## src/rtl/core/b32cd_pkg.sv

```systemverilog
`timescale 1ns / 1ps

package b32cd_pkg;

  // field widths
  localparam int unsigned SymW   = 8;
  localparam int unsigned ByteW  = 8;
  localparam int unsigned CountW = 16;
  localparam int unsigned AccW   = 12;
  localparam int unsigned FillW  = 4;
  localparam int unsigned ValW   = 5;

  // tdata of the result beat: data_byte then byte_count
  localparam int unsigned OutDataW = ByteW + CountW;

  // reset value of the byte limit
  localparam logic [CountW-1:0] MaxBytesReset = 16'hFFFF;

  // bits per decoded byte, as a fill level
  localparam logic [FillW-1:0] FillByte = 4'd8;
  localparam logic [FillW-1:0] FillSym  = 4'd5;

  // character codes bounding the alphabet ranges
  localparam logic [SymW-1:0] ChLowA  = 8'h61;
  localparam logic [SymW-1:0] ChLowZ  = 8'h7A;
  localparam logic [SymW-1:0] ChUpA   = 8'h41;
  localparam logic [SymW-1:0] ChUpZ   = 8'h5A;
  localparam logic [SymW-1:0] ChDig0  = 8'h30;
  localparam logic [SymW-1:0] ChDig5  = 8'h35;
  localparam logic [SymW-1:0] ChNul   = 8'h00;
  localparam logic [ValW-1:0] DigBase = 5'd26;

  // one result item
  typedef struct packed {
    logic              byte_valid;
    logic [ByteW-1:0]  data_byte;
    logic              message_done;
    logic [CountW-1:0] byte_count;
  } result_t;

  // 5-bit value of an encoded character, zero for anything outside the alphabet
  function automatic logic [ValW-1:0] symbol_value(input logic [SymW-1:0] c);
    logic [SymW-1:0] diff;
    begin
      diff = '0;
      if (c >= ChLowA && c <= ChLowZ) begin
        diff = c - ChLowA;
        return diff[ValW-1:0];
      end else if (c >= ChUpA && c <= ChUpZ) begin
        diff = c - ChUpA;
        return diff[ValW-1:0];
      end else if (c >= ChDig0 && c <= ChDig5) begin
        diff = c - ChDig0;
        return DigBase + diff[ValW-1:0];
      end
      return '0;
    end
  endfunction

endpackage

```

## src/rtl/core/b32cd_core.sv

```systemverilog
`timescale 1ns / 1ps

module b32cd_core (
  input  logic                           clk_i,
  input  logic                           rst_ni,
  input  logic                           step_i,
  input  logic [b32cd_pkg::SymW-1:0]     symbol_i,
  input  logic                           last_i,
  input  logic [b32cd_pkg::CountW-1:0]   max_bytes_i,
  output b32cd_pkg::result_t             result_o
);

  logic [b32cd_pkg::AccW-1:0]   acc_q, acc_d;
  logic [b32cd_pkg::FillW-1:0]  fill_q, fill_d;
  logic [b32cd_pkg::CountW-1:0] done_q, done_d;
  logic                         halted_q, halted_d;

  logic                         halt_now;
  logic                         decoding;
  logic [b32cd_pkg::ValW-1:0]   sym_val;
  logic [b32cd_pkg::AccW-1:0]   acc_sh;
  logic [b32cd_pkg::FillW-1:0]  fill_sum;
  logic [b32cd_pkg::FillW-1:0]  fill_rem;
  logic [b32cd_pkg::AccW-1:0]   acc_shr;
  logic [b32cd_pkg::AccW-1:0]   keep_mask;
  logic                         emit;

  // stop on nul or when the byte limit is already reached
  assign halt_now = !halted_q && (symbol_i == b32cd_pkg::ChNul || done_q >= max_bytes_i);
  assign decoding = !halted_q && !halt_now;
  assign sym_val  = b32cd_pkg::symbol_value(symbol_i);

  // append five bits; at most seven bits are pending before the append
  assign acc_sh   = {acc_q[b32cd_pkg::AccW-b32cd_pkg::ValW-1:0], sym_val};
  assign fill_sum = fill_q + b32cd_pkg::FillSym;
  assign emit     = decoding && (fill_sum >= b32cd_pkg::FillByte);
  assign fill_rem = fill_sum - b32cd_pkg::FillByte;
  assign acc_shr  = acc_sh >> fill_rem;
  assign keep_mask = ({{(b32cd_pkg::AccW-1){1'b0}}, 1'b1} << fill_rem)
                     - {{(b32cd_pkg::AccW-1){1'b0}}, 1'b1};

  // result and next state
  always_comb begin
    acc_d    = acc_q;
    fill_d   = fill_q;
    done_d   = done_q;
    halted_d = halted_q;
    result_o.byte_valid   = 1'b0;
    result_o.data_byte    = '0;
    result_o.message_done = last_i;
    if (halt_now) begin
      halted_d = 1'b1;
    end else if (decoding) begin
      if (emit) begin
        result_o.byte_valid = 1'b1;
        result_o.data_byte  = acc_shr[b32cd_pkg::ByteW-1:0];
        acc_d  = acc_sh & keep_mask;
        fill_d = fill_rem;
        done_d = done_q + {{(b32cd_pkg::CountW-1){1'b0}}, 1'b1};
      end else begin
        acc_d  = acc_sh;
        fill_d = fill_sum;
      end
    end
    result_o.byte_count = done_d;
    // end of message clears everything
    if (last_i) begin
      acc_d    = '0;
      fill_d   = '0;
      done_d   = '0;
      halted_d = 1'b0;
    end
  end

  // decoder state
  always_ff @(posedge clk_i or negedge rst_ni) begin
    if (!rst_ni) begin
      acc_q    <= '0;
      fill_q   <= '0;
      done_q   <= '0;
      halted_q <= 1'b0;
    end else if (step_i) begin
      acc_q    <= acc_d;
      fill_q   <= fill_d;
      done_q   <= done_d;
      halted_q <= halted_d;
    end
  end

endmodule

```

## src/rtl/core/base32_char_decoder_unit.sv

```systemverilog
`timescale 1ns / 1ps

// Streaming unpadded base32 decoder. One character enters per beat on the slave side
// (tdata = symbol, tlast = end of message) and exactly one result beat leaves on the
// master side for each: tuser = byte_valid, tdata = data_byte then byte_count from the
// lowest bit up, tlast = message_done. An item passes through the input register and
// then the result register; a new character is taken every cycle while the master
// side keeps up, the limit being the combinational state update (character range
// checks, 12-bit shift and the byte-count compare). Letters of either case and digits
// 0-5 are decoded, any other code decodes as zero bits; a nul or reaching max_bytes
// stops decoding until tlast. The byte limit (cfg_valid_i/cfg_data_i) resets to 65535;
// the user must write it only while no message is in flight; the block does not check.
module base32_char_decoder_unit (
  input  logic                               clk_i,
  input  logic                               rst_ni,
  // byte limit write
  input  logic                               cfg_valid_i,
  output logic                               cfg_ready_o,
  input  logic [b32cd_pkg::CountW-1:0]       cfg_data_i,    // max_bytes
  // character beats
  input  logic                               s_axis_tvalid,
  output logic                               s_axis_tready,
  input  logic [b32cd_pkg::SymW-1:0]         s_axis_tdata,  // symbol
  input  logic                               s_axis_tlast,  // end_of_message
  // result beats
  output logic                               m_axis_tvalid,
  input  logic                               m_axis_tready,
  output logic [b32cd_pkg::OutDataW-1:0]     m_axis_tdata,  // data_byte, byte_count
  output logic                               m_axis_tuser,  // byte_valid
  output logic                               m_axis_tlast   // message_done
);

  logic [b32cd_pkg::CountW-1:0] max_bytes_q;
  logic                         in_valid_q;
  logic [b32cd_pkg::SymW-1:0]   sym_q;
  logic                         last_q;
  logic                         out_valid_q;
  b32cd_pkg::result_t           res_q;
  b32cd_pkg::result_t           res_d;
  logic                         out_free;
  logic                         step;
  logic                         in_beat;

  // byte limit register, always writable
  assign cfg_ready_o = 1'b1;

  always_ff @(posedge clk_i or negedge rst_ni) begin
    if (!rst_ni) begin
      max_bytes_q <= b32cd_pkg::MaxBytesReset;
    end else if (cfg_valid_i && cfg_ready_o) begin
      max_bytes_q <= cfg_data_i;
    end
  end

  // handshake between the two stages
  assign out_free      = !out_valid_q || m_axis_tready;
  assign step          = in_valid_q && out_free;
  assign s_axis_tready = !in_valid_q || out_free;
  assign in_beat       = s_axis_tvalid && s_axis_tready;

  // input register
  always_ff @(posedge clk_i or negedge rst_ni) begin
    if (!rst_ni) begin
      in_valid_q <= 1'b0;
    end else if (s_axis_tready) begin
      in_valid_q <= s_axis_tvalid;
    end
  end

  always_ff @(posedge clk_i) begin
    if (in_beat) begin
      sym_q  <= s_axis_tdata;
      last_q <= s_axis_tlast;
    end
  end

  // decode step with message state
  b32cd_core u_core (
    .clk_i       (clk_i),
    .rst_ni      (rst_ni),
    .step_i      (step),
    .symbol_i    (sym_q),
    .last_i      (last_q),
    .max_bytes_i (max_bytes_q),
    .result_o    (res_d)
  );

  // result register
  always_ff @(posedge clk_i or negedge rst_ni) begin
    if (!rst_ni) begin
      out_valid_q <= 1'b0;
    end else if (out_free) begin
      out_valid_q <= in_valid_q;
    end
  end

  always_ff @(posedge clk_i) begin
    if (step) begin
      res_q <= res_d;
    end
  end

  assign m_axis_tvalid = out_valid_q;
  assign m_axis_tdata  = {res_q.byte_count, res_q.data_byte};
  assign m_axis_tuser  = res_q.byte_valid;
  assign m_axis_tlast  = res_q.message_done;

endmodule

```

## config.mk

```make
export PLATFORM = sky130hd
export DESIGN_NAME = base32_char_decoder_unit
export DESIGN_NICKNAME = d
export VERILOG_FILES = /design/src/rtl/core/b32cd_pkg.sv /design/src/rtl/core/b32cd_core.sv /design/src/rtl/core/base32_char_decoder_unit.sv
export SDC_FILE = /design/constraint.sdc
export NUM_CORES = 1
export LEC_CHECK = 0
export BUFFER_PORTS_ARGS = -buffer_cell sky130_fd_sc_hd__clkbuf_2
export CORE_MARGIN = 10
export CORE_UTILIZATION = 50
export CTS_BUF_LIST = sky130_fd_sc_hd__clkbuf_8 sky130_fd_sc_hd__clkbuf_16
export CTS_CLUSTER_SIZE = 24
export DETAILED_ROUTE_END_ITERATION = 16
export GPL_ROUTABILITY_DRIVEN = 0
export PLACE_DENSITY_LB_ADDON = 0.1
export SLEW_MARGIN = 5
export SYNTH_ARGS = -nofsm -noshare
export SYNTH_HDL_FRONTEND = slang
export SYNTH_SLANG_ARGS = --single-unit
export TNS_END_PERCENT = 20
```

## constraint.sdc

```tcl
create_clock -name clk_i -period 3.1 [get_ports clk_i]
set_input_delay 0 -clock clk_i [delete_from_list [all_inputs] [get_ports clk_i]]
set_output_delay 0 -clock clk_i [all_outputs]
set_load 0.02 [all_outputs]
```

# == After elaboration in Yosys (flattened, before gate mapping) ==
# Cells that the tools add are included.
# classes
add_sub_neg,8
order_cmp,8
n_eq_ne,1
shifts,2
mux,22
n_bitwise,3
reduce_logical,22
# op_table
op,count
two-way mux 16 bit,4
two-way mux 7 bit,4
two-way mux 5 bit,4
adder 16 x 1 -> 16 bit (second input constant),1
greater-or-equal comparator 16 bit,1
greater-or-equal comparator 8 x 7 -> 1 bit (second input constant),2
<= comparator 8 x 7 -> 1 bit (second input constant),2
two-way mux 4 bit,4
>> shifter 12 x 4 -> 8 bit,1
subtractor 5 x 1 -> 5 bit (second input constant),2
two-way mux 9 bit,1
greater-or-equal comparator 8 x 6 -> 1 bit (second input constant),1
<= comparator 8 x 6 -> 1 bit (second input constant),1
logical AND 1 bit,8
logical NOT 8 bit,1
AND 7 bit,1
left shift 1 x 4 -> 7 bit (first input constant),1
subtractor 7 x 1 -> 7 bit (second input constant),1
adder 5 bit (first input constant),1
two-way mux 1 bit,5
subtractor 5 bit (second input constant),1
adder 4 x 3 -> 4 bit (second input constant),1
greater-or-equal comparator 4 bit (second input constant),1
logical NOT 1 bit,4
other kinds (9),13
# totals
reg_bits,81
output_inout_bits,29
word_cells,79

# == Longest topological paths before layout ==
# logic_depth
depth_word,11
ltp_mapped,11
depth_no_buf,11

# == Cells and area by module ==
# A second synthesis with hierarchy kept.
# hier_totals
cells_unflattened,459
area_unflattened_um2,4961.0
# modules_own_cells
module,n_inst,cells_per_inst,area_per_inst_um2
b32cd_core,1,380,3140.5
base32_char_decoder_unit,1,79,1820.5

# == Least setup slack after synthesis ==
# Ideal clock, no wire load.
# synth_timing
path_type,register to register
from,reg max_bytes_q[11] (netlist bit)
to,reg res_q (netlist bit m_axis_tdata[18]) (data pin)
setup_time_ns,0.261
arrival_time_ns,2.355
required_time_ns,2.839
path_slack_ns,0.485
path_stages_with_launch,10
n_path_buf,1
synth_period_minus_slack_ns,2.615
path_cell_list,dfstp_2 inv_1 ha_1 nand2_1 o21ai_0 a221oi_4 nand3_2 buf_6 or3_4 xnor2_1
# synth_rtl
element,line_no,text
from (decl),base32_char_decoder_unit.sv:33,logic [b32cd_pkg::CountW-1:0] max_bytes_q;
from (signal assigned),base32_char_decoder_unit.sv:49,max_bytes_q <= b32cd_pkg::MaxBytesReset;
from (signal assigned),base32_char_decoder_unit.sv:51,max_bytes_q <= cfg_data_i;
to (signal assigned),base32_char_decoder_unit.sv:99,res_q <= res_d;
to (decl),base32_char_decoder_unit.sv:38,b32cd_pkg::result_t res_q;

# == Final worst setup path ==
# layout_timing
from,reg max_bytes_q[15] (netlist bit)
to,reg u_core.acc_q[5] (netlist bit)
# layout_between
elab_chain_len,10
elab_cells_between_ends,13
cone_classes,order compare: 1; eq/ne: 1; mux: 4; reduce/logical: 7
# layout_lines
element,line_no,text
greater-or-equal comparator 16 bit *,b32cd_core.sv:29,assign halt_now = !halted_q && (symbol_i == b32cd_pkg::ChNul || done_q >= max_bytes_i);
logical OR 1 bit *,b32cd_core.sv:29,
logical AND 1 bit *,b32cd_core.sv:29,
logical NOT 1 bit,b32cd_core.sv:30,assign decoding = !halted_q && !halt_now;
logical AND 1 bit,b32cd_core.sv:30,
logical AND 1 bit,b32cd_core.sv:36,assign emit = decoding && (fill_sum >= b32cd_pkg::FillByte);
two-way mux 7 bit,b32cd_core.sv:54,if (emit) begin
two-way mux 7 bit,b32cd_core.sv:53,end else if (decoding) begin
two-way mux 7 bit,b32cd_core.sv:51,if (halt_now) begin
two-way mux 7 bit,b32cd_core.sv:67,if (last_i) begin
to (signal assigned),b32cd_core.sv:78,acc_q <= '0;
to (signal assigned),b32cd_core.sv:83,acc_q <= acc_d;
to (decl),b32cd_core.sv:13,"logic [b32cd_pkg::AccW-1:0] acc_q, acc_d;"
# Every way passes the cells marked *; elsewhere a longest branch is shown, timed or not. The select of a mux whose other input is x is not followed.
# A chain may end at the register's enable or synchronous reset.

==> impl_results.md <==
- CP Launch Type: flop
- Initial Util: 0.5182
- Clock Skew: 0.01412 ns
- CP Data Arrival Time: 3.04 ns
- Worst-path clk slew: 0.08 ns
- CTS Buffer Depth: 2
- Max-slew violation count: 0
- Commonest cells after routing, fill and taps aside: 57 x clkbuf_2, 48 x nand2_1, 35 x edfxtp_1
- Number of sinks on the clock net: 81
- RSZ-0062 raised after global routing: false
- XOR/XNOR Fraction of Synth Area: 0.03277
- Max-cap viol count: 0
- Post-place setup slack: 0.3064 ns
- Cell variety after synth: 72
- CP Capture Type: flop
- Post-Syn Area: 4811 sq um
- Top_reg_cell synth: edfxtp_1
- H-tree levels: 3
- Post-Syn Instances: 468
- Routed WL: 11,490 um
- Commonest non-fill, non-tap cell in the layout: clkbuf_2
- Syn_nets: 528
- Simple-gate share of the synthesized area: 0.1745
- Crit Path Class: flop to flop
- Mux share of post-synthesis cell area: 0.02861
- Tightest Pin Transition: 1.034 ns
- Area of the core: 9284 sq um
- PnR worst setup slack: 0.2942 ns
- Die Wd: 118.1 um
- Critical Path Source: max_bytes_q[15]
- Total leakage power: 2.477 nW
- Initial drt markers: 236
- Tcrit/Tclk final: 0.9051
- Final min period: 2.806 ns
- Fin area: 5847 sq um
- Hold slack: 0.1485 ns
- Grt ovf: 0
- Post-synth EDFFs: 35
- # setup viols final: 0
- Final setup TNS: 0 ns
- PortBufs: 57
- Worst-skew pair later-pin latency: 0.36 ns
- Ys async rst share: 0.5679
- DR DRC count: 0
- CTS Root Cell: clkbuf_8
- Final-stage net count: 624
- Hold path startpoint: cfg_valid_i
- Total global-route track usage: 0.1626
- Adder-cell area share of the yosys netlist: 0.07802
- Mean routed wirelength per cell: 16.45 um
- Routed vias: 3,925
- Share of cells above drive strength 1: 0.2355
- Multi-input combinational cell area: 2352 sq um
- Yosys reg bits: 81
- Maximum VDD drop: 0.2767 mV
- Post-Route Utilization: 0.6298
- Ant diodes: 0
- Slew HR: 0.3109
- Power per standard cell area: 520.1 nW/um^2
- Sequential-to-total area share from yosys stat: 0.4619
- Worst Path Required: 3.34 ns
- Peak Freq: 356.4 MHz
- Routed Antenna Nets: 0
- CTS Buf Count: 9
- Largest family of logic cells by synthesized area: simple AND/OR/NAND/NOR gates
- Peak fanout along the critical path: 13
- Layout filler cell count: 818
- Placed Area: 5299 sq um
- Flip-flop and latch area: 2222 sq um
- Post_cts resized: 0
- CTS tree: done
- Status: finished, final reports clean
- Pin count of the biggest net entering global routing: 40
- YS warnings: 0
- # IOs: 59
- Initial antenna violation count: 0
- FP Rows: 35
- Die height: 118.1 um
- Worst Hold Class: primary input to flop
- Fin. Hold Viols: 0
- Syn Area/Cell: 10.28 sq um
- Vias in the first global route: 3,881
- Synth Area in Compound Gates: 0.1743
- First-pass iteration count of the detailed router: 7
- Vias per cell: 5.623
- Reg-to-Reg Start: max_bytes_q[15]
- Global-route wire length before repair: 19,080 um
- P&R area growth vs syn: 21.53%
- Die ar.: 13,950 sq um
- HPWL after DPL: 8206 um
==> report_power, final <==
group / total, W / leakage (nW) / switching (W) / internal (W)
registers: 0.00133 / 0.906 / 0.0000832 / 0.00125
logic: 0.000756 / 1.44 / 0.000455 / 0.000301
clock network: 0.000956 / 0.135 / 0.000384 / 0.000571
==> cells by family after synthesis <==
family,Yosys count
simple gates,158
compound gates,113
flops,81
buf+inv,54
fa+ha+maj,30
xor+xnor,18
mux,13
other cells,1
==> worst max-delay path, cell delays in order, from the launching register on <==
cell and delay [ns]:
dfstp_2 0.52, inv_1 0.05, ha_1 0.31, nand2_2 0.08
nor4_4 0.38, or4b_4 0.53, buf_4 0.20, and4b_1 0.32
a32o_1 0.30
==> metal layers <==
metal	global-route usage	part of all wire	vias to the layer above
met1	0.2136	0.47	1890
met2	0.2636	0.47	111
met4	0.05178	0.015	0
li1	-	-	1911
met5	0	0	-
met3	0.02926	0.047	13
==> synthesized netlist by cell type, drive strengths merged (5+ instances only) <==
cell / number / area [sq um]
nand2: 49 / 186.4
edfxtp: 35 / 1051
o21ai: 32 / 163.9
inv: 31 / 116.4
dfrtp: 30 / 750.7
ha: 30 / 375.4
nor2: 29 / 111.4
nand3: 17 / 90.09
dfstp: 16 / 420.4
a21oi: 15 / 78.83
clkbuf: 14 / 52.55
xnor2: 14 / 122.6
nand4: 9 / 56.30
buf: 8 / 63.80
nor3: 8 / 45.04
a32o: 7 / 70.07
and3: 7 / 43.79
mux2i: 7 / 70.07
a211oi: 6 / 45.04
a221oi: 6 / 70.07
mux2: 6 / 67.56
nand2b: 6 / 37.54
nor4: 6 / 52.55
nor2b: 5 / 31.28
o31ai: 5 / 47.54
==> layout make-up <==
| class | instances | area share |
|---|---|---|
| flip-flops and latches | 81 | 0.3801 |
| clock inverters | 4 | 0.01198 |
| well taps | 129 | 0.02761 |
| repair buffers | 107 | 0.1254 |
| inverters | 32 | 0.02054 |
| clock buffers | 12 | 0.03210 |
| multi-input cells | 333 | 0.4023 |
==> final timing paths <==
kind,endpoint,slack [ns],depth (start not counted)
hold / removal,max_bytes_q[5],0.15,3
max in group asynchronous,max_bytes_q[4],1.96,3
setup reg to reg,u_core.acc_q[5],0.29,8
hold reg to reg,m_axis_tvalid,0.51,1
setup / recovery,u_core.acc_q[5],0.29,8
min in group asynchronous,u_core.done_q[12],0.36,2
==> through the flow <==
stage               std cells  total power [W]
detailed placement        653         0.002072
global placement          653         0.002052
floorplan                 468         0.001836
CTS                       698         0.003052
global route              698         0.003189
finish                    698         0.003041
==> timing repair <==
action                     in CTS  in global routing
hold endpoints to repair       57                  0
hold buffers                   29                  0
setup endpoints to repair       0                  0
buffers inserted                0                  0
==> state kept, by name (all words and copies together), names as in the netlist <==
register and count:
u_core.acc_q 7, m_axis_tlast 1, sym_q 8, max_bytes_q 16
u_core.fill_q 4, m_axis_tuser 1, u_core.done_q 16, in_valid_q 1
last_q 1, m_axis_tvalid 1, u_core.halted_q 1, m_axis_tdata 24
Power figures use the tool's default switching activity.
